File: src/rtl/clbs_pkg.sv
`default_nettype none
// ----------------------------------------------------------------------------
// clbs_pkg
// Shared types, command codes and the power-on init step table of the
// character LCD bus sequencer.
// ----------------------------------------------------------------------------
package clbs_pkg;

    // request codes; codes 6 and 7 are unused and emit nothing
    typedef enum logic [2:0] {
        OP_INIT  = 3'd0,
        OP_CMD   = 3'd1,
        OP_DATA  = 3'd2,
        OP_GOTO  = 3'd3,
        OP_CLEAR = 3'd4,
        OP_GLYPH = 3'd5
    } t_opcode;

    // configuration register indexes
    localparam logic CFG_BUS_MODE    = 1'b0;
    localparam logic CFG_STROBE_HOLD = 1'b1;

    localparam logic       BUS_MODE_RST     = 1'b1;
    localparam logic [7:0] STROBE_HOLD_RST  = 8'd2;

    // controller commands
    localparam logic [7:0] LCD_FUNC_8BIT = 8'h38;
    localparam logic [7:0] LCD_FUNC_4BIT = 8'h28;
    localparam logic [7:0] LCD_DISP_ON   = 8'h0C;
    localparam logic [7:0] LCD_ERASE     = 8'h01;
    localparam logic [7:0] LCD_ENTRY     = 8'h06;
    localparam logic [7:0] LCD_ROW0      = 8'h80;
    localparam logic [7:0] LCD_ROW1      = 8'hC0;
    localparam logic [7:0] LCD_CGRAM     = 8'h40;
    localparam logic [7:0] LCD_HOME      = 8'h02;

    // pause lengths in ms
    localparam logic [7:0] DLY_POWER_ON = 8'd50;
    localparam logic [7:0] DLY_SHORT    = 8'd1;
    localparam logic [7:0] DLY_CLEAR    = 8'd20;

    localparam int unsigned STEP_IDX_W = 4;

    typedef enum logic {
        ST_IDLE,
        ST_RUN
    } t_state;

    // one sequence step: a pause (val = ms) or a byte transfer (val = byte)
    typedef struct packed {
        logic       is_delay;
        logic [7:0] val;
        logic       last;
    } t_step;

    typedef struct packed {
        logic  load;
        logic  emit;
        t_step step;
        logic  use_req;
        logic  nibble;
        logic  en_hi;
        logic  last;
    } t_ctl_cmd;

    typedef struct packed {
        logic out_free;
        logic four_bit;
        logic req_emits;
        logic req_is_init;
    } t_dp_stat;

    function automatic t_step mk_delay(input logic [7:0] ms);
        t_step s;
        s.is_delay = 1'b1;
        s.val      = ms;
        s.last     = 1'b0;
        return s;
    endfunction

    function automatic t_step mk_byte(input logic [7:0] b, input logic last);
        t_step s;
        s.is_delay = 1'b0;
        s.val      = b;
        s.last     = last;
        return s;
    endfunction

    function automatic t_step init_step(input logic four_bit,
                                        input logic [STEP_IDX_W-1:0] idx);
        t_step s;
        s = mk_delay(DLY_POWER_ON);
        if (four_bit) begin
            case (idx)
                4'd0:    s = mk_delay(DLY_POWER_ON);
                4'd1:    s = mk_byte(LCD_HOME, 1'b0);
                4'd2:    s = mk_delay(DLY_SHORT);
                4'd3:    s = mk_byte(LCD_FUNC_4BIT, 1'b0);
                4'd4:    s = mk_delay(DLY_SHORT);
                4'd5:    s = mk_byte(LCD_DISP_ON, 1'b0);
                4'd6:    s = mk_delay(DLY_SHORT);
                4'd7:    s = mk_byte(LCD_ERASE, 1'b0);
                4'd8:    s = mk_delay(DLY_CLEAR);
                4'd9:    s = mk_byte(LCD_ENTRY, 1'b0);
                4'd10:   s = mk_byte(LCD_ROW0, 1'b1);
                default: s = mk_byte(LCD_ROW0, 1'b1);
            endcase
        end else begin
            case (idx)
                4'd0:    s = mk_delay(DLY_POWER_ON);
                4'd1:    s = mk_byte(LCD_FUNC_8BIT, 1'b0);
                4'd2:    s = mk_delay(DLY_SHORT);
                4'd3:    s = mk_byte(LCD_DISP_ON, 1'b0);
                4'd4:    s = mk_delay(DLY_SHORT);
                4'd5:    s = mk_byte(LCD_ERASE, 1'b0);
                4'd6:    s = mk_delay(DLY_CLEAR);
                4'd7:    s = mk_byte(LCD_ENTRY, 1'b0);
                4'd8:    s = mk_byte(LCD_ROW0, 1'b1);
                default: s = mk_byte(LCD_ROW0, 1'b1);
            endcase
        end
        return s;
    endfunction

endpackage
`default_nettype wire

File: src/rtl/clbs_ifs.sv
`default_nettype none
// ----------------------------------------------------------------------------
// clbs request and pin-state channels
// Valid/ready channels; a transfer happens when valid and ready are high.
// ----------------------------------------------------------------------------
interface clbs_req_if;
    logic       valid;
    logic       ready;
    logic [2:0] opcode;
    logic [7:0] value;
    logic [1:0] line;
    logic [5:0] column;
    logic [2:0] glyph_slot;

    modport source (output valid, opcode, value, line, column, glyph_slot, input ready);
    modport sink   (input valid, opcode, value, line, column, glyph_slot, output ready);
endinterface

interface clbs_pin_if;
    logic       valid;
    logic       ready;
    logic       reg_select;
    logic [7:0] bus_value;
    logic       enable_level;
    logic [7:0] hold_ms;
    logic       last;

    modport source (output valid, reg_select, bus_value, enable_level, hold_ms, last,
                    input ready);
    modport sink   (input valid, reg_select, bus_value, enable_level, hold_ms, last,
                    output ready);
endinterface
`default_nettype wire

File: src/rtl/clbs_datapath.sv
`default_nettype none
// ----------------------------------------------------------------------------
// clbs_datapath
// Configuration, request capture, driven pin state and the pin-state output
// register of the LCD bus sequencer.
// ----------------------------------------------------------------------------
module clbs_datapath (
    input  wire                  i_clk,
    input  wire                  i_rst_n,
    input  wire                  i_cfg_we,
    input  wire                  i_cfg_idx,
    input  wire  [7:0]           i_cfg_wdata,
    input  clbs_pkg::t_ctl_cmd   i_cmd,
    output clbs_pkg::t_dp_stat   o_stat,
    input  wire  [2:0]           i_opcode,
    input  wire  [7:0]           i_value,
    input  wire  [1:0]           i_line,
    input  wire  [5:0]           i_column,
    input  wire  [2:0]           i_glyph_slot,
    input  wire                  i_pin_ready,
    output logic                 o_pin_valid,
    output logic                 o_reg_select,
    output logic [7:0]           o_bus_value,
    output logic                 o_enable_level,
    output logic [7:0]           o_hold_ms,
    output logic                 o_last
);
    import clbs_pkg::*;

    logic       r_bus_mode;
    logic [7:0] r_strobe_hold;
    logic       r_drv_sel;
    logic [7:0] r_drv_bus;
    logic       r_req_rs;
    logic [7:0] r_req_byte;
    logic       r_out_vld;
    logic       r_out_rs;
    logic [7:0] r_out_bus;
    logic       r_out_en;
    logic [7:0] r_out_hold;
    logic       r_out_last;

    logic       n_req_rs;
    logic [7:0] n_req_byte;
    logic       req_emits;
    logic [7:0] byte_sel;
    logic       rs_sel;
    logic [7:0] bus_sel;

    // decode the request into the single byte it sends; init runs the step table instead
    always_comb begin
        n_req_rs   = 1'b0;
        n_req_byte = '0;
        req_emits  = 1'b0;
        case (t_opcode'(i_opcode))
            OP_INIT: begin
                req_emits = 1'b1;
            end
            OP_CMD: begin
                req_emits  = 1'b1;
                n_req_byte = i_value;
            end
            OP_DATA: begin
                req_emits  = 1'b1;
                n_req_rs   = 1'b1;
                n_req_byte = i_value;
            end
            OP_GOTO: begin
                // rows above 1 or columns above 15 are dropped
                req_emits  = (i_column[5:4] == 2'b00) && !i_line[1];
                n_req_byte = (i_line[0] ? LCD_ROW1 : LCD_ROW0) | {4'b0000, i_column[3:0]};
            end
            OP_CLEAR: begin
                req_emits  = 1'b1;
                n_req_byte = LCD_ERASE;
            end
            OP_GLYPH: begin
                req_emits  = 1'b1;
                n_req_byte = LCD_CGRAM | {2'b00, i_glyph_slot, 3'b000};
            end
            default: begin
                req_emits = 1'b0;
            end
        endcase
    end

    always_comb begin
        byte_sel = i_cmd.use_req ? r_req_byte : i_cmd.step.val;
        rs_sel   = i_cmd.use_req ? r_req_rs : 1'b0;
        if (r_bus_mode) begin
            bus_sel = i_cmd.nibble ? {byte_sel[3:0], 4'b0000} : {byte_sel[7:4], 4'b0000};
        end else begin
            bus_sel = byte_sel;
        end
    end

    always_ff @(posedge i_clk) begin
        if (!i_rst_n) begin
            r_bus_mode    <= BUS_MODE_RST;
            r_strobe_hold <= STROBE_HOLD_RST;
            r_drv_sel     <= 1'b0;
            r_drv_bus     <= '0;
            r_out_vld     <= 1'b0;
        end else begin
            if (i_cfg_we) begin
                case (i_cfg_idx)
                    CFG_BUS_MODE:    r_bus_mode    <= i_cfg_wdata[0];
                    CFG_STROBE_HOLD: r_strobe_hold <= i_cfg_wdata;
                    default:         r_bus_mode    <= r_bus_mode;
                endcase
            end
            if (i_cmd.emit && !i_cmd.step.is_delay) begin
                r_drv_sel <= rs_sel;
                r_drv_bus <= bus_sel;
            end
            if (i_cmd.emit) begin
                r_out_vld <= 1'b1;
            end else if (i_pin_ready) begin
                r_out_vld <= 1'b0;
            end
        end
    end

    always_ff @(posedge i_clk) begin
        if (i_cmd.load) begin
            r_req_rs   <= n_req_rs;
            r_req_byte <= n_req_byte;
        end
        if (i_cmd.emit) begin
            r_out_last <= i_cmd.last;
            if (i_cmd.step.is_delay) begin
                // pause: repeat the last driven pins with enable low
                r_out_rs   <= r_drv_sel;
                r_out_bus  <= r_drv_bus;
                r_out_en   <= 1'b0;
                r_out_hold <= i_cmd.step.val;
            end else begin
                r_out_rs   <= rs_sel;
                r_out_bus  <= bus_sel;
                r_out_en   <= i_cmd.en_hi;
                r_out_hold <= r_strobe_hold;
            end
        end
    end

    always_comb begin
        o_stat.out_free    = !r_out_vld || i_pin_ready;
        o_stat.four_bit    = r_bus_mode;
        o_stat.req_emits   = req_emits;
        o_stat.req_is_init = (t_opcode'(i_opcode) == OP_INIT);
    end

    assign o_pin_valid    = r_out_vld;
    assign o_reg_select   = r_out_rs;
    assign o_bus_value    = r_out_bus;
    assign o_enable_level = r_out_en;
    assign o_hold_ms      = r_out_hold;
    assign o_last         = r_out_last;

endmodule
`default_nettype wire

File: src/rtl/clbs_ctrl.sv
`default_nettype none
// ----------------------------------------------------------------------------
// clbs_ctrl
// Sequencer state machine: walks the init steps or a single byte, and the
// nibble and enable phases of each byte, one pin state per cycle while the output is free.
// ----------------------------------------------------------------------------
module clbs_ctrl (
    input  wire                 i_clk,
    input  wire                 i_rst_n,
    input  wire                 i_req_valid,
    output logic                o_req_ready,
    input  clbs_pkg::t_dp_stat  i_stat,
    output clbs_pkg::t_ctl_cmd  o_cmd
);
    import clbs_pkg::*;

    t_state                r_state, n_state;
    logic                  r_init, n_init;
    logic [STEP_IDX_W-1:0] r_idx, n_idx;
    logic                  r_nibble, n_nibble;
    logic                  r_en_lo, n_en_lo;
    t_step                 step;
    logic                  byte_done;

    always_ff @(posedge i_clk) begin
        if (!i_rst_n) begin
            r_state  <= ST_IDLE;
            r_init   <= 1'b0;
            r_idx    <= '0;
            r_nibble <= 1'b0;
            r_en_lo  <= 1'b0;
        end else begin
            r_state  <= n_state;
            r_init   <= n_init;
            r_idx    <= n_idx;
            r_nibble <= n_nibble;
            r_en_lo  <= n_en_lo;
        end
    end

    always_comb begin
        n_state     = r_state;
        n_init      = r_init;
        n_idx       = r_idx;
        n_nibble    = r_nibble;
        n_en_lo     = r_en_lo;
        o_req_ready = 1'b0;
        o_cmd       = '0;
        step        = r_init ? init_step(i_stat.four_bit, r_idx) : mk_byte(8'h00, 1'b1);
        byte_done   = r_en_lo && (!i_stat.four_bit || r_nibble);

        case (r_state)
            ST_IDLE: begin
                o_req_ready = 1'b1;
                if (i_req_valid) begin
                    o_cmd.load = 1'b1;
                    if (i_stat.req_emits) begin
                        n_state  = ST_RUN;
                        n_init   = i_stat.req_is_init;
                        n_idx    = '0;
                        n_nibble = 1'b0;
                        n_en_lo  = 1'b0;
                    end
                end
            end
            ST_RUN: begin
                o_cmd.step    = step;
                o_cmd.use_req = !r_init;
                o_cmd.nibble  = r_nibble;
                o_cmd.en_hi   = !r_en_lo;
                o_cmd.last    = step.last && (step.is_delay || byte_done);
                if (i_stat.out_free) begin
                    o_cmd.emit = 1'b1;
                    if (step.is_delay) begin
                        n_idx = r_idx + 1'b1;
                    end else if (!r_en_lo) begin
                        n_en_lo = 1'b1;
                    end else if (!byte_done) begin
                        // advance to the low nibble
                        n_en_lo  = 1'b0;
                        n_nibble = 1'b1;
                    end else begin
                        n_en_lo  = 1'b0;
                        n_nibble = 1'b0;
                        n_idx    = r_idx + 1'b1;
                    end
                    if (o_cmd.last) begin
                        n_state = ST_IDLE;
                    end
                end
            end
            default: begin
                n_state = ST_IDLE;
            end
        endcase
    end

`ifndef SYNTHESIS
    a_no_load_in_run: assert property (@(posedge i_clk) disable iff (!i_rst_n)
        (r_state == ST_RUN) |-> !o_cmd.load)
        else $error("request taken while a run is in progress");

    a_emit_needs_room: assert property (@(posedge i_clk) disable iff (!i_rst_n)
        o_cmd.emit |-> i_stat.out_free)
        else $error("pin state emitted over an untaken one");

    a_last_ends_run: assert property (@(posedge i_clk) disable iff (!i_rst_n)
        (o_cmd.emit && o_cmd.last) |=> (r_state == ST_IDLE))
        else $error("run continues after its final pin state");

    a_nibble_only_4bit: assert property (@(posedge i_clk) disable iff (!i_rst_n)
        (r_state == ST_RUN && r_nibble) |-> i_stat.four_bit)
        else $error("low nibble phase in 8-bit mode");
`endif

endmodule
`default_nettype wire

File: src/rtl/char_lcd_bus_sequencer_unit.sv
`default_nettype none
// A request is taken while the sequencer is idle; its pin states are then registered
// into the output register, one pin state per cycle while the sink keeps up.
// No new request is taken until the final pin state of the run has been emitted;
// requests that emit nothing leave the sequencer idle, ready for the next one.
// Reset (synchronous, active low): 4-bit bus, strobe hold 2 ms, driven pins 0,
// output channel empty.
// ----------------------------------------------------------------------------
// char_lcd_bus_sequencer_unit
// Character LCD bus sequencer: turns requests into runs of timed pin states.
// ----------------------------------------------------------------------------
module char_lcd_bus_sequencer_unit (
    input  wire        i_clk,
    input  wire        i_rst_n,
    input  wire        i_cfg_we,
    input  wire        i_cfg_idx,
    input  wire  [7:0] i_cfg_wdata,
    clbs_req_if.sink   i_req,
    clbs_pin_if.source o_pin
);
    import clbs_pkg::*;

    t_ctl_cmd cmd;
    t_dp_stat stat;

    clbs_ctrl u_ctrl (
        .i_clk       (i_clk),
        .i_rst_n     (i_rst_n),
        .i_req_valid (i_req.valid),
        .o_req_ready (i_req.ready),
        .i_stat      (stat),
        .o_cmd       (cmd)
    );

    clbs_datapath u_dp (
        .i_clk          (i_clk),
        .i_rst_n        (i_rst_n),
        .i_cfg_we       (i_cfg_we),
        .i_cfg_idx      (i_cfg_idx),
        .i_cfg_wdata    (i_cfg_wdata),
        .i_cmd          (cmd),
        .o_stat         (stat),
        .i_opcode       (i_req.opcode),
        .i_value        (i_req.value),
        .i_line         (i_req.line),
        .i_column       (i_req.column),
        .i_glyph_slot   (i_req.glyph_slot),
        .i_pin_ready    (o_pin.ready),
        .o_pin_valid    (o_pin.valid),
        .o_reg_select   (o_pin.reg_select),
        .o_bus_value    (o_pin.bus_value),
        .o_enable_level (o_pin.enable_level),
        .o_hold_ms      (o_pin.hold_ms),
        .o_last         (o_pin.last)
    );

endmodule
`default_nettype wire

File: src/flat_wrapper.sv
// flat-port wrapper written by rule: the top's interface ports become plain ports
module char_lcd_bus_sequencer_unit_flat import clbs_pkg::*;
  (i_clk, i_rst_n, i_cfg_we, i_cfg_idx, i_cfg_wdata, i_req_valid, i_req_opcode, i_req_value, i_req_line, i_req_column, i_req_glyph_slot, i_req_ready, o_pin_valid, o_pin_reg_select, o_pin_bus_value, o_pin_enable_level, o_pin_hold_ms, o_pin_last, o_pin_ready);
  clbs_req_if i_req_i ();
  clbs_pin_if o_pin_i ();
  input  wire i_clk;
  input  wire i_rst_n;
  input  wire i_cfg_we;
  input  wire i_cfg_idx;
  input  wire  [7:0] i_cfg_wdata;
  input wire logic [$bits(i_req_i.valid)-1:0] i_req_valid;
  input wire logic [$bits(i_req_i.opcode)-1:0] i_req_opcode;
  input wire logic [$bits(i_req_i.value)-1:0] i_req_value;
  input wire logic [$bits(i_req_i.line)-1:0] i_req_line;
  input wire logic [$bits(i_req_i.column)-1:0] i_req_column;
  input wire logic [$bits(i_req_i.glyph_slot)-1:0] i_req_glyph_slot;
  output wire logic [$bits(i_req_i.ready)-1:0] i_req_ready;
  output wire logic [$bits(o_pin_i.valid)-1:0] o_pin_valid;
  output wire logic [$bits(o_pin_i.reg_select)-1:0] o_pin_reg_select;
  output wire logic [$bits(o_pin_i.bus_value)-1:0] o_pin_bus_value;
  output wire logic [$bits(o_pin_i.enable_level)-1:0] o_pin_enable_level;
  output wire logic [$bits(o_pin_i.hold_ms)-1:0] o_pin_hold_ms;
  output wire logic [$bits(o_pin_i.last)-1:0] o_pin_last;
  input wire logic [$bits(o_pin_i.ready)-1:0] o_pin_ready;
  assign i_req_i.valid = i_req_valid;
  assign i_req_i.opcode = i_req_opcode;
  assign i_req_i.value = i_req_value;
  assign i_req_i.line = i_req_line;
  assign i_req_i.column = i_req_column;
  assign i_req_i.glyph_slot = i_req_glyph_slot;
  assign i_req_ready = i_req_i.ready;
  assign o_pin_valid = o_pin_i.valid;
  assign o_pin_reg_select = o_pin_i.reg_select;
  assign o_pin_bus_value = o_pin_i.bus_value;
  assign o_pin_enable_level = o_pin_i.enable_level;
  assign o_pin_hold_ms = o_pin_i.hold_ms;
  assign o_pin_last = o_pin_i.last;
  assign o_pin_i.ready = o_pin_ready;
  char_lcd_bus_sequencer_unit u_core (.i_clk(i_clk), .i_rst_n(i_rst_n), .i_cfg_we(i_cfg_we), .i_cfg_idx(i_cfg_idx), .i_cfg_wdata(i_cfg_wdata), .i_req(i_req_i), .o_pin(o_pin_i));
endmodule
File: config.mk
export PLATFORM = sky130hd
export DESIGN_NAME = char_lcd_bus_sequencer_unit_flat
export DESIGN_NICKNAME = d
export VERILOG_FILES = /design/src/rtl/clbs_pkg.sv /design/src/rtl/clbs_ifs.sv /design/src/rtl/clbs_datapath.sv /design/src/rtl/clbs_ctrl.sv /design/src/rtl/char_lcd_bus_sequencer_unit.sv /design/src/flat_wrapper.sv
export SDC_FILE = /design/constraint.sdc
export NUM_CORES = 1
export LEC_CHECK = 0
export ABC_AREA = 1
export BUFFER_PORTS_ARGS = -buffer_cell sky130_fd_sc_hd__buf_2
export CORE_AREA = 2 2 106 108
export CTS_BUF_LIST = sky130_fd_sc_hd__clkbuf_2 sky130_fd_sc_hd__clkbuf_4 sky130_fd_sc_hd__clkbuf_8
export CTS_CLUSTER_SIZE = 24
export DETAILED_ROUTE_END_ITERATION = 6
export DIE_AREA = 0 0 108 110
export MAX_ROUTING_LAYER = met4
export PLACE_DENSITY_LB_ADDON = 0.05
export SKIP_CTS_REPAIR_TIMING = 1
export SYNTH_ARGS = -nofsm -noshare
export SYNTH_HDL_FRONTEND = slang
export SYNTH_SLANG_ARGS = --single-unit
File: constraint.sdc
create_clock -name i_clk -period 2.5 [get_ports i_clk]
set_input_delay 0 -clock i_clk [delete_from_list [all_inputs] [get_ports i_clk]]
set_output_delay 0 -clock i_clk [all_outputs]
set_load 0.01 [all_outputs]
* Yosys cells after proc, flatten, opt, wreduce, memory -nomap -nowiden *
Memories as Yosys holds them, arrays and structs flattened. A register that Yosys moved wholly into a read port is not among the register bits.
Index checks and enable logic that the tools add are counted.

word-level totals
  register bits = 55
  bits in read-only memories = 288
  output and inout bits = 21
  memories = 2
  word-level logic and storage cells = 107

memories
  name             depth  width  rd ports  clocked after memory_dff  write ports  line             source
  (no name shown)  16     9      1         1                         0            clbs_pkg.sv:94   case (idx)
  (no name shown)  16     9      1         1                         0            clbs_pkg.sv:109  case (idx)

cells by class
  equality and inequality tests = 12
  reduce and logical (&&, ||, !) cells = 25
  mux-type cells = 47
  bitwise logic cells = 3
  add/sub/neg operators = 1

operator list
  cell                 number
  $mux 4               10
  $mux 8               5
  $pmux 8 s4           1
  $mux 1               22
  $mux 10              2
  $mux 15              1
  $reduce_and 5->1     2
  $or 8x4->8           1
  $pmux 1 s2           4
  $pmux 4 s2           1
  $mux 7               1
  $eq 3x2->1 const B   2
  $eq 3x3->1 const B   2
  $logic_not 1->1      6
  $ne 2x2->1 const B   3
  $ne 3x1->1 const B   2
  $reduce_or 5->1      1
  $add 4x1->4 const B  1
  $logic_and 1x1->1    4
  $ne 2x1->1 const B   2
  $reduce_and 2->1     2
  $reduce_and 4->1     1
  $reduce_or 2->1      2
  $eq 3x1->1 const B   1
  6 further kinds      9

* Depth between registers and ports, before layout *
Gate-level depths: netlist (run 1).

  word-level depth = 10
  mapped depth = 15
  depth with buffers taken out = 15

* Hierarchy *
Synthesis (run 1) repeated with hierarchy kept, for this count alone.

second synthesis, totals
  cell total of the unflattened synthesis = 402
  area, all modules = 3389.5 sq um

modules (own cells, without submodules)
  module         instances  area an instance (sq um)  seq. area each (sq um)  cells each
  clbs_datapath  1          2118.3                    1221.2                  234
  clbs_ctrl      1          1271.2                    480.5                   168

* Worst setup path after synthesis (run 1) *
Ideal clock, no wire load.

  kind = reg2reg
  start = register u_core.u_dp.r_out_vld, in the netlist u_core.u_dp.o_pin_valid
  end = register with a tool-made name
  required time = 2.389 ns
  clock period less this slack = 1.667 ns
  arrival = 1.556 ns
  stages on the path, launching flop included = 14
  path buffers = 0
  slack = 0.833 ns
  path through = dfxtp_1 -> inv_1 -> or2_1 -> nand2_2 -> nand2_4 -> nand3_4 -> inv_2 -> nand2_2 -> nand2_2 -> nand2_2 -> inv_1 -> ha_1 -> inv_1 -> nor2_1

RTL lines
  element                 line                  source
  from (decl)             clbs_datapath.sv:36   logic r_out_vld;
  from (signal assigned)  clbs_datapath.sv:103  r_out_vld <= 1'b0;
  from (signal assigned)  clbs_datapath.sv:117  r_out_vld <= 1'b1;
  from (signal assigned)  clbs_datapath.sv:119  r_out_vld <= 1'b0;

==> run_results.csv, run 1 <==
group,metric,value,unit
hold_path,hp-class,"in2reg",
worst_setup_path,reg2reg_slack,0.46,ns
timing,layout_setup_ws,0.456,ns
floorplan,core-area,10700,um^2
route,ant_nets,0,
synth,postSynthAreaPerCell,8.59,um^2
floorplan,placementRows,38,
synth,async_flop_share,0,%
layout,diodes,0,
timing,period_needed,2.04,ns
synth,yosysUniqueCellTypes,35,
clock_tree,clk_latency,0.34,ns
synth,synth-edff-count,28,
route,dr.first_iter.drc_count,81,
power,power,0.00283,W
floorplan,die_area,11900,um^2
global_route,first_global_vias,2432,
route,viasPerCell,4.36,
timing,period_share,81.8,%
floorplan,ios,57,
synth,ys.flop_type,"dfxtp_1",
floorplan,fp.dieH,110,um
clock_tree,cts_sinks,71,
status,status,"finished, violations left",
worst_setup_path,critPathKind,"reg2reg",
layout,fill_cells,1148,
timing,worstMarginPinSlew,0.827,ns
placed_design,pre_cts_ws,0.438,ns
worst_setup_path,startpoint_type,"register",
placed_design,dp.cells,557,
clock_tree,clk_pin_slew,0.07,ns
placed_design,dp.final_hpwl,5.76,mm
placed_design,gp_congestion,0.741,
layout,multi_input_area,1230,um^2
timing,slew_headroom,44.6,%
timing,rsz0062_at_grt,"no",
timing,hold_ws,-0.00564,ns
layout,num-nets-final,491,
clock_tree,clockBufferDepth,2,
global_route,grt_overflow_total,0,
timing,setup_viol,0,
layout,area_delta_synth_final,28.4,%
clock_tree,htreeDepth,3,
synth,synthCells,368,
synth,synth_seq_area_share,53.9,%
timing,skew,0.0125,ns
layout,instances_no_fill,596,
power,p_leak,1.85,nW
synth,synth_commonest_cells,"nand2_1, nor2_1, o21ai_0",
floorplan,initial_core_util,29.5,%
synth,syn_area,3160,um^2
placed_design,io_buffer_count,56,
timing,fmax,489,MHz
synth,yosys.area.top_type,"dfxtp_1",
power,irDropWorstVdd,0.264,mV
synth,synth_seq_cells,71,
worst_setup_path,crit_chain,"inv_1 > nand2_1 > nand3_4 > nand2_2 > nand3_4 > inv_2 > nand2_2 > nand2_2 > nand2_2 > inv_1 > ha_1 > nand2_1 > a21oi_1",
route,vias,2598,
synth,yosysMostFrequentCell,"nand2_1",
route,routed_wl,7.78,mm
job,maxCapViolCount,0,
synth,synthTopCellsByArea,"dfxtp_1, edfxtp_1, nand2_1, o21ai_0, nor2_1",
power,pwr_density_cell,699,nW/um^2
worst_setup_path,cpPeakStageDelay,0.61,ns
worst_setup_path,slowest_stage,"dfxtp_1",
synth,synth_fp_nets,408,
worst_setup_path,critical_path.most_common_cell,"nand2_2",
worst_setup_path,crit_required,2.76,ns
worst_setup_path,worstSetupEndpointType,"register",
route,post_drt_wl_per_cell,13.1,um
timing,setup-tns-final,0,ns
global_route,antenna_found_initial,0,
timing,hold_violations,2,
clock_tree,cts_tree,"yes",
layout,drive_above_1_share,23.2,%
timing,slew_viol_final,0,
worst_setup_path,arrival,2.31,ns
global_route,grt_usage,14.1,%
clock_tree,cts_buffers,9,
worst_setup_path,cp_max_fo,11,
global_route,grt_pass1_wl,12.3,mm
synth,yosys_warnings,0,
global_route,grt_max_degree,26,
clock_tree,root_buffer,"clkbuf_8",
layout,seqCellArea,1700,um^2
status,violations,"negative hold slack",
route,drc,0,
route,drtPass1Iterations,4,
synth,synth_top_area_share,27.2,%
floorplan,die_w,108,um
-- placed cells by master (no fill, tap or decap) --
cell	n
a31oi_1	1
clkinv_4	1
nand3_4	2
a21oi_2	1
a221o_1	1
buf_2	56
a21oi_1	14
nand2_2	11
dfxtp_1	43
ha_1	4
nand3_1	13
dlygate4sd3_1	23
inv_4	1
or2_1	1
nand3_2	1
inv_2	7
nor3_1	5
bufinv_16	3
nand4_1	3
a22o_1	4
o21ai_0	44
buf_4	3
o21ai_1	3
nor2_1	46
clkinvlp_4	1
xnor2_1	1
a21oi_4	1
nor2_4	2
nor2_2	1
xor2_1	1
clkbuf_8	9
nand2_4	4
nand2_1	76
edfxtp_1	28
a211oi_1	1
o211ai_1	2
inv_1	36
clkbuf_4	2
-- worst max-delay path: cells and delay by family, from the launching register on --
family                   cells  cell delay, ns
flip-flops                   1            0.61
adder cells (fa/ha/maj)      1            0.17
buffers and inverters        3            0.31
AO/OA/AOI/OAI                1            0.15
AND/OR/NAND/NOR              8            0.73
-- per-stage QoR --
stage          area (um^2)  util [%]
2_1_floorplan         3160         -
3_3_place_gp          3580      33.5
3_5_place_dp          3580      33.5
4_1_cts               3820      35.8
5_1_grt               4060      37.9
6_report              4060      37.9
-- power by group --
group	internal [W]	switching [W]	total (W)
Combinational	0.000144	0.000215	0.000360
Clock	0.000688	0.000437	0.00113
Sequential	0.00130	0.0000479	0.00135
Total	0.00213	0.000700	0.00283
-- cells by family after synthesis --
kind of cell / synth area share [%]
DFF: 53.9
and+or+nand+nor: 24.1
adders and majority gates: 1.58
xor gates and xnor gates: 0.555
buffers and inverters: 7.13
AOI/OAI and AO/OA: 12.8
-- final cells by class --
| cell class | instances | area share, % |
|---|---|---|
| Timing Repair Buffer | 82 | 13.1 |
| Tap cell | 140 | 4.32 |
| Inverter | 44 | 4.13 |
| Clock inverter | 5 | 2.62 |
| Multi-Input combinational cell | 243 | 30.4 |
| Sequential cell | 71 | 42.0 |
| Clock buffer | 11 | 3.42 |
-- layer usage --
metal | share of wire, % | global-route usage [%] | vias up
li1 | - | - | 1370
met1 | 49 | 17.7 | 1177
met2 | 47 | 22.4 | 44
met3 | 3.5 | 3.64 | 7
met4 | 0.96 | 4.12 | 0
met5 | 0 | - | -
-- worst paths after layout --
| path | start | end | cells past startpoint |
|---|---|---|---|
| worst min-delay path | i_cfg_idx | u_core.u_dp.r_bus_mode | 3 |
| worst max register to register | u_core.u_dp.r_bus_mode | register | 13 |
| worst min register to register | u_core.u_dp.r_strobe_hold[6] | u_core.u_dp.r_strobe_hold[6] | 2 |
| worst max-delay path | u_core.u_dp.r_bus_mode | register | 13 |
No activity file was read; power rests on OpenSTA's default activity.
==> inputs of run 2 (changes only) <==
--- a/config.mk
+++ b/config.mk
@@ -5,13 +5,13 @@
 export SDC_FILE = /design/constraint.sdc
 export NUM_CORES = 1
 export LEC_CHECK = 0
-export ABC_AREA = 1
+export ABC_AREA = 0
 export BUFFER_PORTS_ARGS = -buffer_cell sky130_fd_sc_hd__buf_2
-export CORE_AREA = 2 2 106 108
+export CORE_AREA = 2 2 108 110
 export CTS_BUF_LIST = sky130_fd_sc_hd__clkbuf_2 sky130_fd_sc_hd__clkbuf_4 sky130_fd_sc_hd__clkbuf_8
 export CTS_CLUSTER_SIZE = 24
 export DETAILED_ROUTE_END_ITERATION = 6
-export DIE_AREA = 0 0 108 110
+export DIE_AREA = 0 0 110 112
 export MAX_ROUTING_LAYER = met4
 export PLACE_DENSITY_LB_ADDON = 0.05
 export SKIP_CTS_REPAIR_TIMING = 1
==> constraint.sdc (replaced) <==
create_clock -name i_clk -period 1.92 [get_ports i_clk]
set_input_delay 0 -clock i_clk [delete_from_list [all_inputs] [get_ports i_clk]]
set_output_delay 0 -clock i_clk [all_outputs]
set_load 0.01 [all_outputs]
==> run 2 against run 1 <==
Compared with the run above:
- the run ends with negative hold slack, negative setup slack left
- sequential power rose by 24%
- non-clock buffer count rose by 33
- total power rose by 16%
- global-route usage rose by 0.79 points
- via count rose by 3.6%
- fmax fell by 2.5%
- combinational power rose by 36%
- clock skew fell by 0.0060 ns
- register-to-register slack got worse by 0.63 ns
- synthesized cell count fell by 7.6%
- final cell count fell by 0.17%
- area after synthesis rose by 4.2%
- critical path type unchanged
==> run_results.csv, run 2 <==
group,metric,value,unit
layout,drive_above_1_share,35.0,%
timing,skew,0.00649,ns
route,viasPerCell,4.52,
synth,synth_seq_cells,71,
route,routed_wl,8.26,mm
clock_tree,cts_tree,"yes",
synth,syn_area,3290,um^2
floorplan,placementRows,39,
global_route,grt_usage,14.8,%
route,ant_nets,0,
synth,synthTopCellsByArea,"dfxtp_1, edfxtp_1, nand2_1, mux2i_1, nand3_1",
global_route,first_global_vias,2749,
synth,yosys_warnings,0,
timing,setup-tns-final,-1.08,ns
synth,synth_top_area_share,26.2,%
floorplan,core-area,11200,um^2
synth,synth_commonest_cells,"nand2_1, dfxtp_1, edfxtp_1",
worst_setup_path,startpoint_type,"register",
layout,diodes,0,
worst_setup_path,reg2reg_depth,8,
timing,layout_setup_ws,-0.176,ns
hold_path,min_to,"u_core.u_dp.r_bus_mode",
synth,postSynthAreaPerCell,9.68,um^2
floorplan,die_w,110,um
layout,area_delta_synth_final,35.2,%
timing,slew_viol_final,0,
worst_setup_path,crit_required,2.20,ns
timing,hold_violations,1,
synth,yosysUniqueCellTypes,49,
clock_tree,cts_buffers,9,
layout,final_cell_mix,"buf_2, nand2_1, buf_4, dfxtp_1, edfxtp_1",
layout,post-route-util,39.8,%
worst_setup_path,critPathKind,"reg2reg",
timing,period_share,109,%
route,drc,0,
timing,slew_headroom,74.1,%
synth,yosys.area.top_type,"dfxtp_1",
synth,synth-edff-count,28,
layout,instances_no_fill,595,
placed_design,dp.final_hpwl,6.26,mm
layout,final_common_cell,"buf_2",
synth,async_flop_share,0,%
route,drtPass1Iterations,4,
synth,synth_fp_nets,380,
floorplan,fp.dieH,112,um
global_route,grt_overflow_total,0,
status,status,"finished, violations left",
clock_tree,htreeDepth,3,
clock_tree,clk_latency,0.34,ns
timing,worstMarginPinSlew,0.388,ns
hold_path,hp-class,"in2reg",
placed_design,io_buffer_count,56,
timing,fmax,477,MHz
worst_setup_path,reg2reg_slack,-0.18,ns
route,post_drt_wl_per_cell,13.9,um
timing,rsz0062_at_grt,"yes",
worst_setup_path,worstSetupEndpointType,"register",
timing,period_needed,2.10,ns
power,p_leak,1.82,nW
timing,setup_viol,11,
global_route,antenna_found_initial,0,
status,violations,"negative hold slack, negative setup slack",
worst_setup_path,crit-reg2reg-launch,"u_core.u_dp.r_bus_mode",
placed_design,dp.cells,566,
worst_setup_path,arrival,2.38,ns
job,maxCapViolCount,0,
clock_tree,clockBufferDepth,2,
worst_setup_path,cp_max_fo,4,
layout,num-nets-final,487,
power,pwr_density_cell,739,nW/um^2
floorplan,die_area,12300,um^2
route,vias,2691,
synth,ys.flop_type,"dfxtp_1",
placed_design,pre_cts_ws,-0.171,ns
floorplan,initial_core_util,29.4,%
synth,yosysMostFrequentCell,"nand2_1",
global_route,grt_pass1_wl,13.5,mm
hold_path,hold_path_depth,2,
power,irDropWorstVdd,0.266,mV
synth,synth_seq_area_share,51.7,%
global_route,grt_max_degree,20,
floorplan,ios,57,
route,dr.first_iter.drc_count,52,
clock_tree,clk_pin_slew,0.08,ns
timing,hold_ws,-0.00653,ns
synth,synthCells,340,
placed_design,gp_congestion,0.779,
hold_path,hp-start,"i_rst_n",
power,power,0.00329,W
clock_tree,cts_sinks,71,
clock_tree,root_buffer,"clkbuf_8",
layout,fill_cells,1121,
run 2: layout make-up:
type	count	area, um^2	share of cell area (%)
flip-flops and latches	71	1700	38.3
multi-input cells	240	1580	35.6
repair buffers	115	763	17.2
clock buffers	13	166	3.74
inverters	10	37.5	0.844
clock inverters	3	16.3	0.366
well taps	143	179	4.02
run 2: stage by stage:
step / hold slack, ns / cell area [um^2]
2_1_floorplan: 0.128 / 3320
3_3_place_gp: 0.251 / 4040
6_report: -0.00653 / 4450
4_1_cts: -0.105 / 4220
5_1_grt: 0.00685 / 4450
3_5_place_dp: 0.257 / 4040
run 2: how the worst max path moves through the flow:
stage	endpoint	depth (start not counted)	startpoint
finish	register	8	u_core.u_dp.r_bus_mode
global route	register	8	u_core.u_dp.r_bus_mode
CTS	register	9	u_core.u_dp.r_bus_mode
detailed placement	register	9	u_core.u_dp.r_bus_mode
global placement	register	8	u_core.u_dp.r_bus_mode
floorplan	register	8	u_core.u_dp.r_bus_mode
run 2: critical path, cell delays in order (launching register included):
cell      delay (ns)
dfxtp_2         0.34
mux2_4          0.32
a221oi_4        0.36
or2_4           0.23
nor2_4          0.04
a31oi_4         0.18
inv_2           0.07
or3_1           0.38
a21oi_2         0.11
run 2: cells by family (layout without fill, tap and decap cells):
logic type               count (synthesis)  count (layout)  share of synthesized area (%)
XOR/XNOR                                 2               2                          0.532
adder cells (fa/ha/maj)                  4               4                           1.52
multiplexers                            18              18                           5.86
AO/OA/AOI/OAI                           68              68                           14.9
flip-flops                              71              71                           51.7
buffers and inverters                   29             141                           3.88
AND/OR/NAND/NOR                        148             148                           21.6
run 2: routing by layer:
layer	wire [um]	global-route usage [%]	vias up
li1	-	-	1407
met3	244	2.63	14
met1	3990	19.2	1226
met4	171	6.41	0
met2	3860	22.5	44
met5	0	-	-
run 2: report_power, final:
group | total (W) | internal (W) | switching (W)
Sequential | 0.00168 | 0.00165 | 0.0000321
Combinational | 0.000489 | 0.000232 | 0.000256
Clock | 0.00112 | 0.000566 | 0.000550
==> inputs of run 3 (changes only) <==
--- a/config.mk
+++ b/config.mk
@@ -8,7 +8,7 @@
 export ABC_AREA = 0
 export BUFFER_PORTS_ARGS = -buffer_cell sky130_fd_sc_hd__buf_2
 export CORE_AREA = 2 2 108 110
-export CTS_BUF_LIST = sky130_fd_sc_hd__clkbuf_2 sky130_fd_sc_hd__clkbuf_4 sky130_fd_sc_hd__clkbuf_8
+export CTS_BUF_LIST = sky130_fd_sc_hd__clkbuf_16
 export CTS_CLUSTER_SIZE = 24
 export DETAILED_ROUTE_END_ITERATION = 6
 export DIE_AREA = 0 0 110 112
==> run 3 against run 2 <==
Compared with the run above:
- the run still ends with negative hold slack, negative setup slack left
- highest routed layer unchanged
- largest cell class unchanged
- clock power rose by 30%
- total power rose by 10%
- fmax rose by 0.26%
- hold slack got worse by 0.024 ns
==> run_results.csv, run 3 (synthesis gave the netlist of run 2 again) <==
group,metric,value,unit
status,status,"finished, violations left",
status,violations,"negative hold slack, negative setup slack",
hold_path,hp-class,"in2reg",
power,power,0.00363,W
worst_setup_path,startpoint_type,"register",
global_route,first_global_vias,2751,
power,pwr_density_cell,806,nW/um^2
global_route,grt_pass1_wl,13.5,mm
timing,rsz0062_at_grt,"yes",
layout,fill_cells,1120,
global_route,met2_usage,22.5,%
timing,slew_viol_final,0,
hold_path,hold_path_depth,3,
timing,skew,0.00432,ns
global_route,busiest_layer,"met2",
layout,post-route-util,40.3,%
floorplan,ios,57,
worst_setup_path,critPathKind,"reg2reg",
clock_tree,cts_tree,"yes",
layout,final_cell_mix,"buf_2, nand2_1, buf_4, dfxtp_1, edfxtp_1",
clock_tree,cts_sinks,71,
placed_design,dp.final_hpwl,6.26,mm
worst_setup_path,reg2reg_depth,8,
layout,num-nets-final,485,
placed_design,pre_cts_ws,-0.171,ns
clock_tree,cts_buffers,9,
timing,fmax,478,MHz
power,irDropWorstVdd,0.434,mV
route,dr.first_iter.drc_count,66,
placed_design,gp_congestion,0.779,
timing,period_share,109,%
floorplan,fp.dieH,112,um
timing,hold_violations,2,
timing,period_needed,2.09,ns
layout,diodes,0,
route,ant_nets,0,
global_route,grt_max_degree,20,
timing,setup-tns-final,-1.02,ns
floorplan,core-area,11200,um^2
global_route,grt_usage,14.8,%
layout,area_delta_synth_final,36.8,%
clock_tree,root_buffer,"clkbuf_16",
timing,layout_setup_ws,-0.171,ns
timing,hold_ws,-0.0302,ns
route,drtPass1Iterations,4,
worst_setup_path,worstSetupEndpointType,"register",
clock_tree,clk_pin_slew,0.06,ns
clock_tree,htreeDepth,3,
floorplan,die_w,110,um
worst_setup_path,arrival,2.36,ns
timing,slew_headroom,74.0,%
power,p_leak,1.86,nW
worst_setup_path,crit_required,2.19,ns
job,maxCapViolCount,0,
layout,drive_above_1_share,34.7,%
floorplan,die_area,12300,um^2
floorplan,placementRows,39,
timing,worstMarginPinSlew,0.388,ns
placed_design,io_buffer_count,56,
global_route,met1_usage,19.4,%
worst_setup_path,cp_max_fo,4,
clock_tree,clk_latency,0.33,ns
route,routed_wl,8.18,mm
route,drc,0,
layout,final_common_cell,"buf_2",
clock_tree,clockBufferDepth,2,
global_route,grt_overflow_total,0,
timing,setup_viol,11,
global_route,antenna_found_initial,0,
floorplan,initial_core_util,29.4,%
global_route,met3_usage,2.63,%
route,vias,2688,
route,post_drt_wl_per_cell,13.8,um
route,viasPerCell,4.53,
[run 3: layout make-up]
cell class	instances	area, um^2	share of cell area [%]
timing repair buffer	113	743	16.5
clock inverter	7	31.3	0.695
inverter	10	37.5	0.834
sequential	71	1700	37.9
tap	143	179	3.97
multi-input combinational	240	1580	35.1
clock buffer	9	225	5.00
[run 3: through the flow]
step           std cells  cell area [um^2]
5_1_grt              593              4500
4_1_cts              582              4290
6_report             593              4500
3_3_place_gp         566              4040
3_5_place_dp         566              4040
2_1_floorplan        340              3320
[run 3: final timing paths]
path | from | endpoint | slack, ns
max | u_core.u_dp.r_bus_mode | register | -0.17
min | i_cfg_wdata[7] | u_core.u_dp.r_strobe_hold[7] | -0.03
max reg2reg | u_core.u_dp.r_bus_mode | register | -0.17
min reg2reg | u_core.u_dp.r_strobe_hold[3] | u_core.u_dp.r_strobe_hold[3] | 0.46
[run 3: where the power goes]
part           switching (W)  internal, W  total (W)  leakage [nW]
clock network       0.000608     0.000852    0.00146         0.142
logic               0.000255     0.000229   0.000484          1.10
registers          0.0000320      0.00165    0.00169         0.618
total               0.000894      0.00274    0.00363          1.86
[run 3: critical path, stage by stage, from the launching register on]
cell      delay, ns
dfxtp_2        0.33
mux2_4         0.32
a221oi_4       0.36
or2_4          0.23
nor2_4         0.04
a31oi_4        0.18
inv_2          0.07
or3_1          0.38
a21oi_2        0.11
[run 3: layer usage]
metal | wire length [um] | vias up
met2 | 3860 | 45
li1 | - | 1400
met4 | 140 | 0
met1 | 3940 | 1232
met3 | 247 | 11
met5 | 0 | -
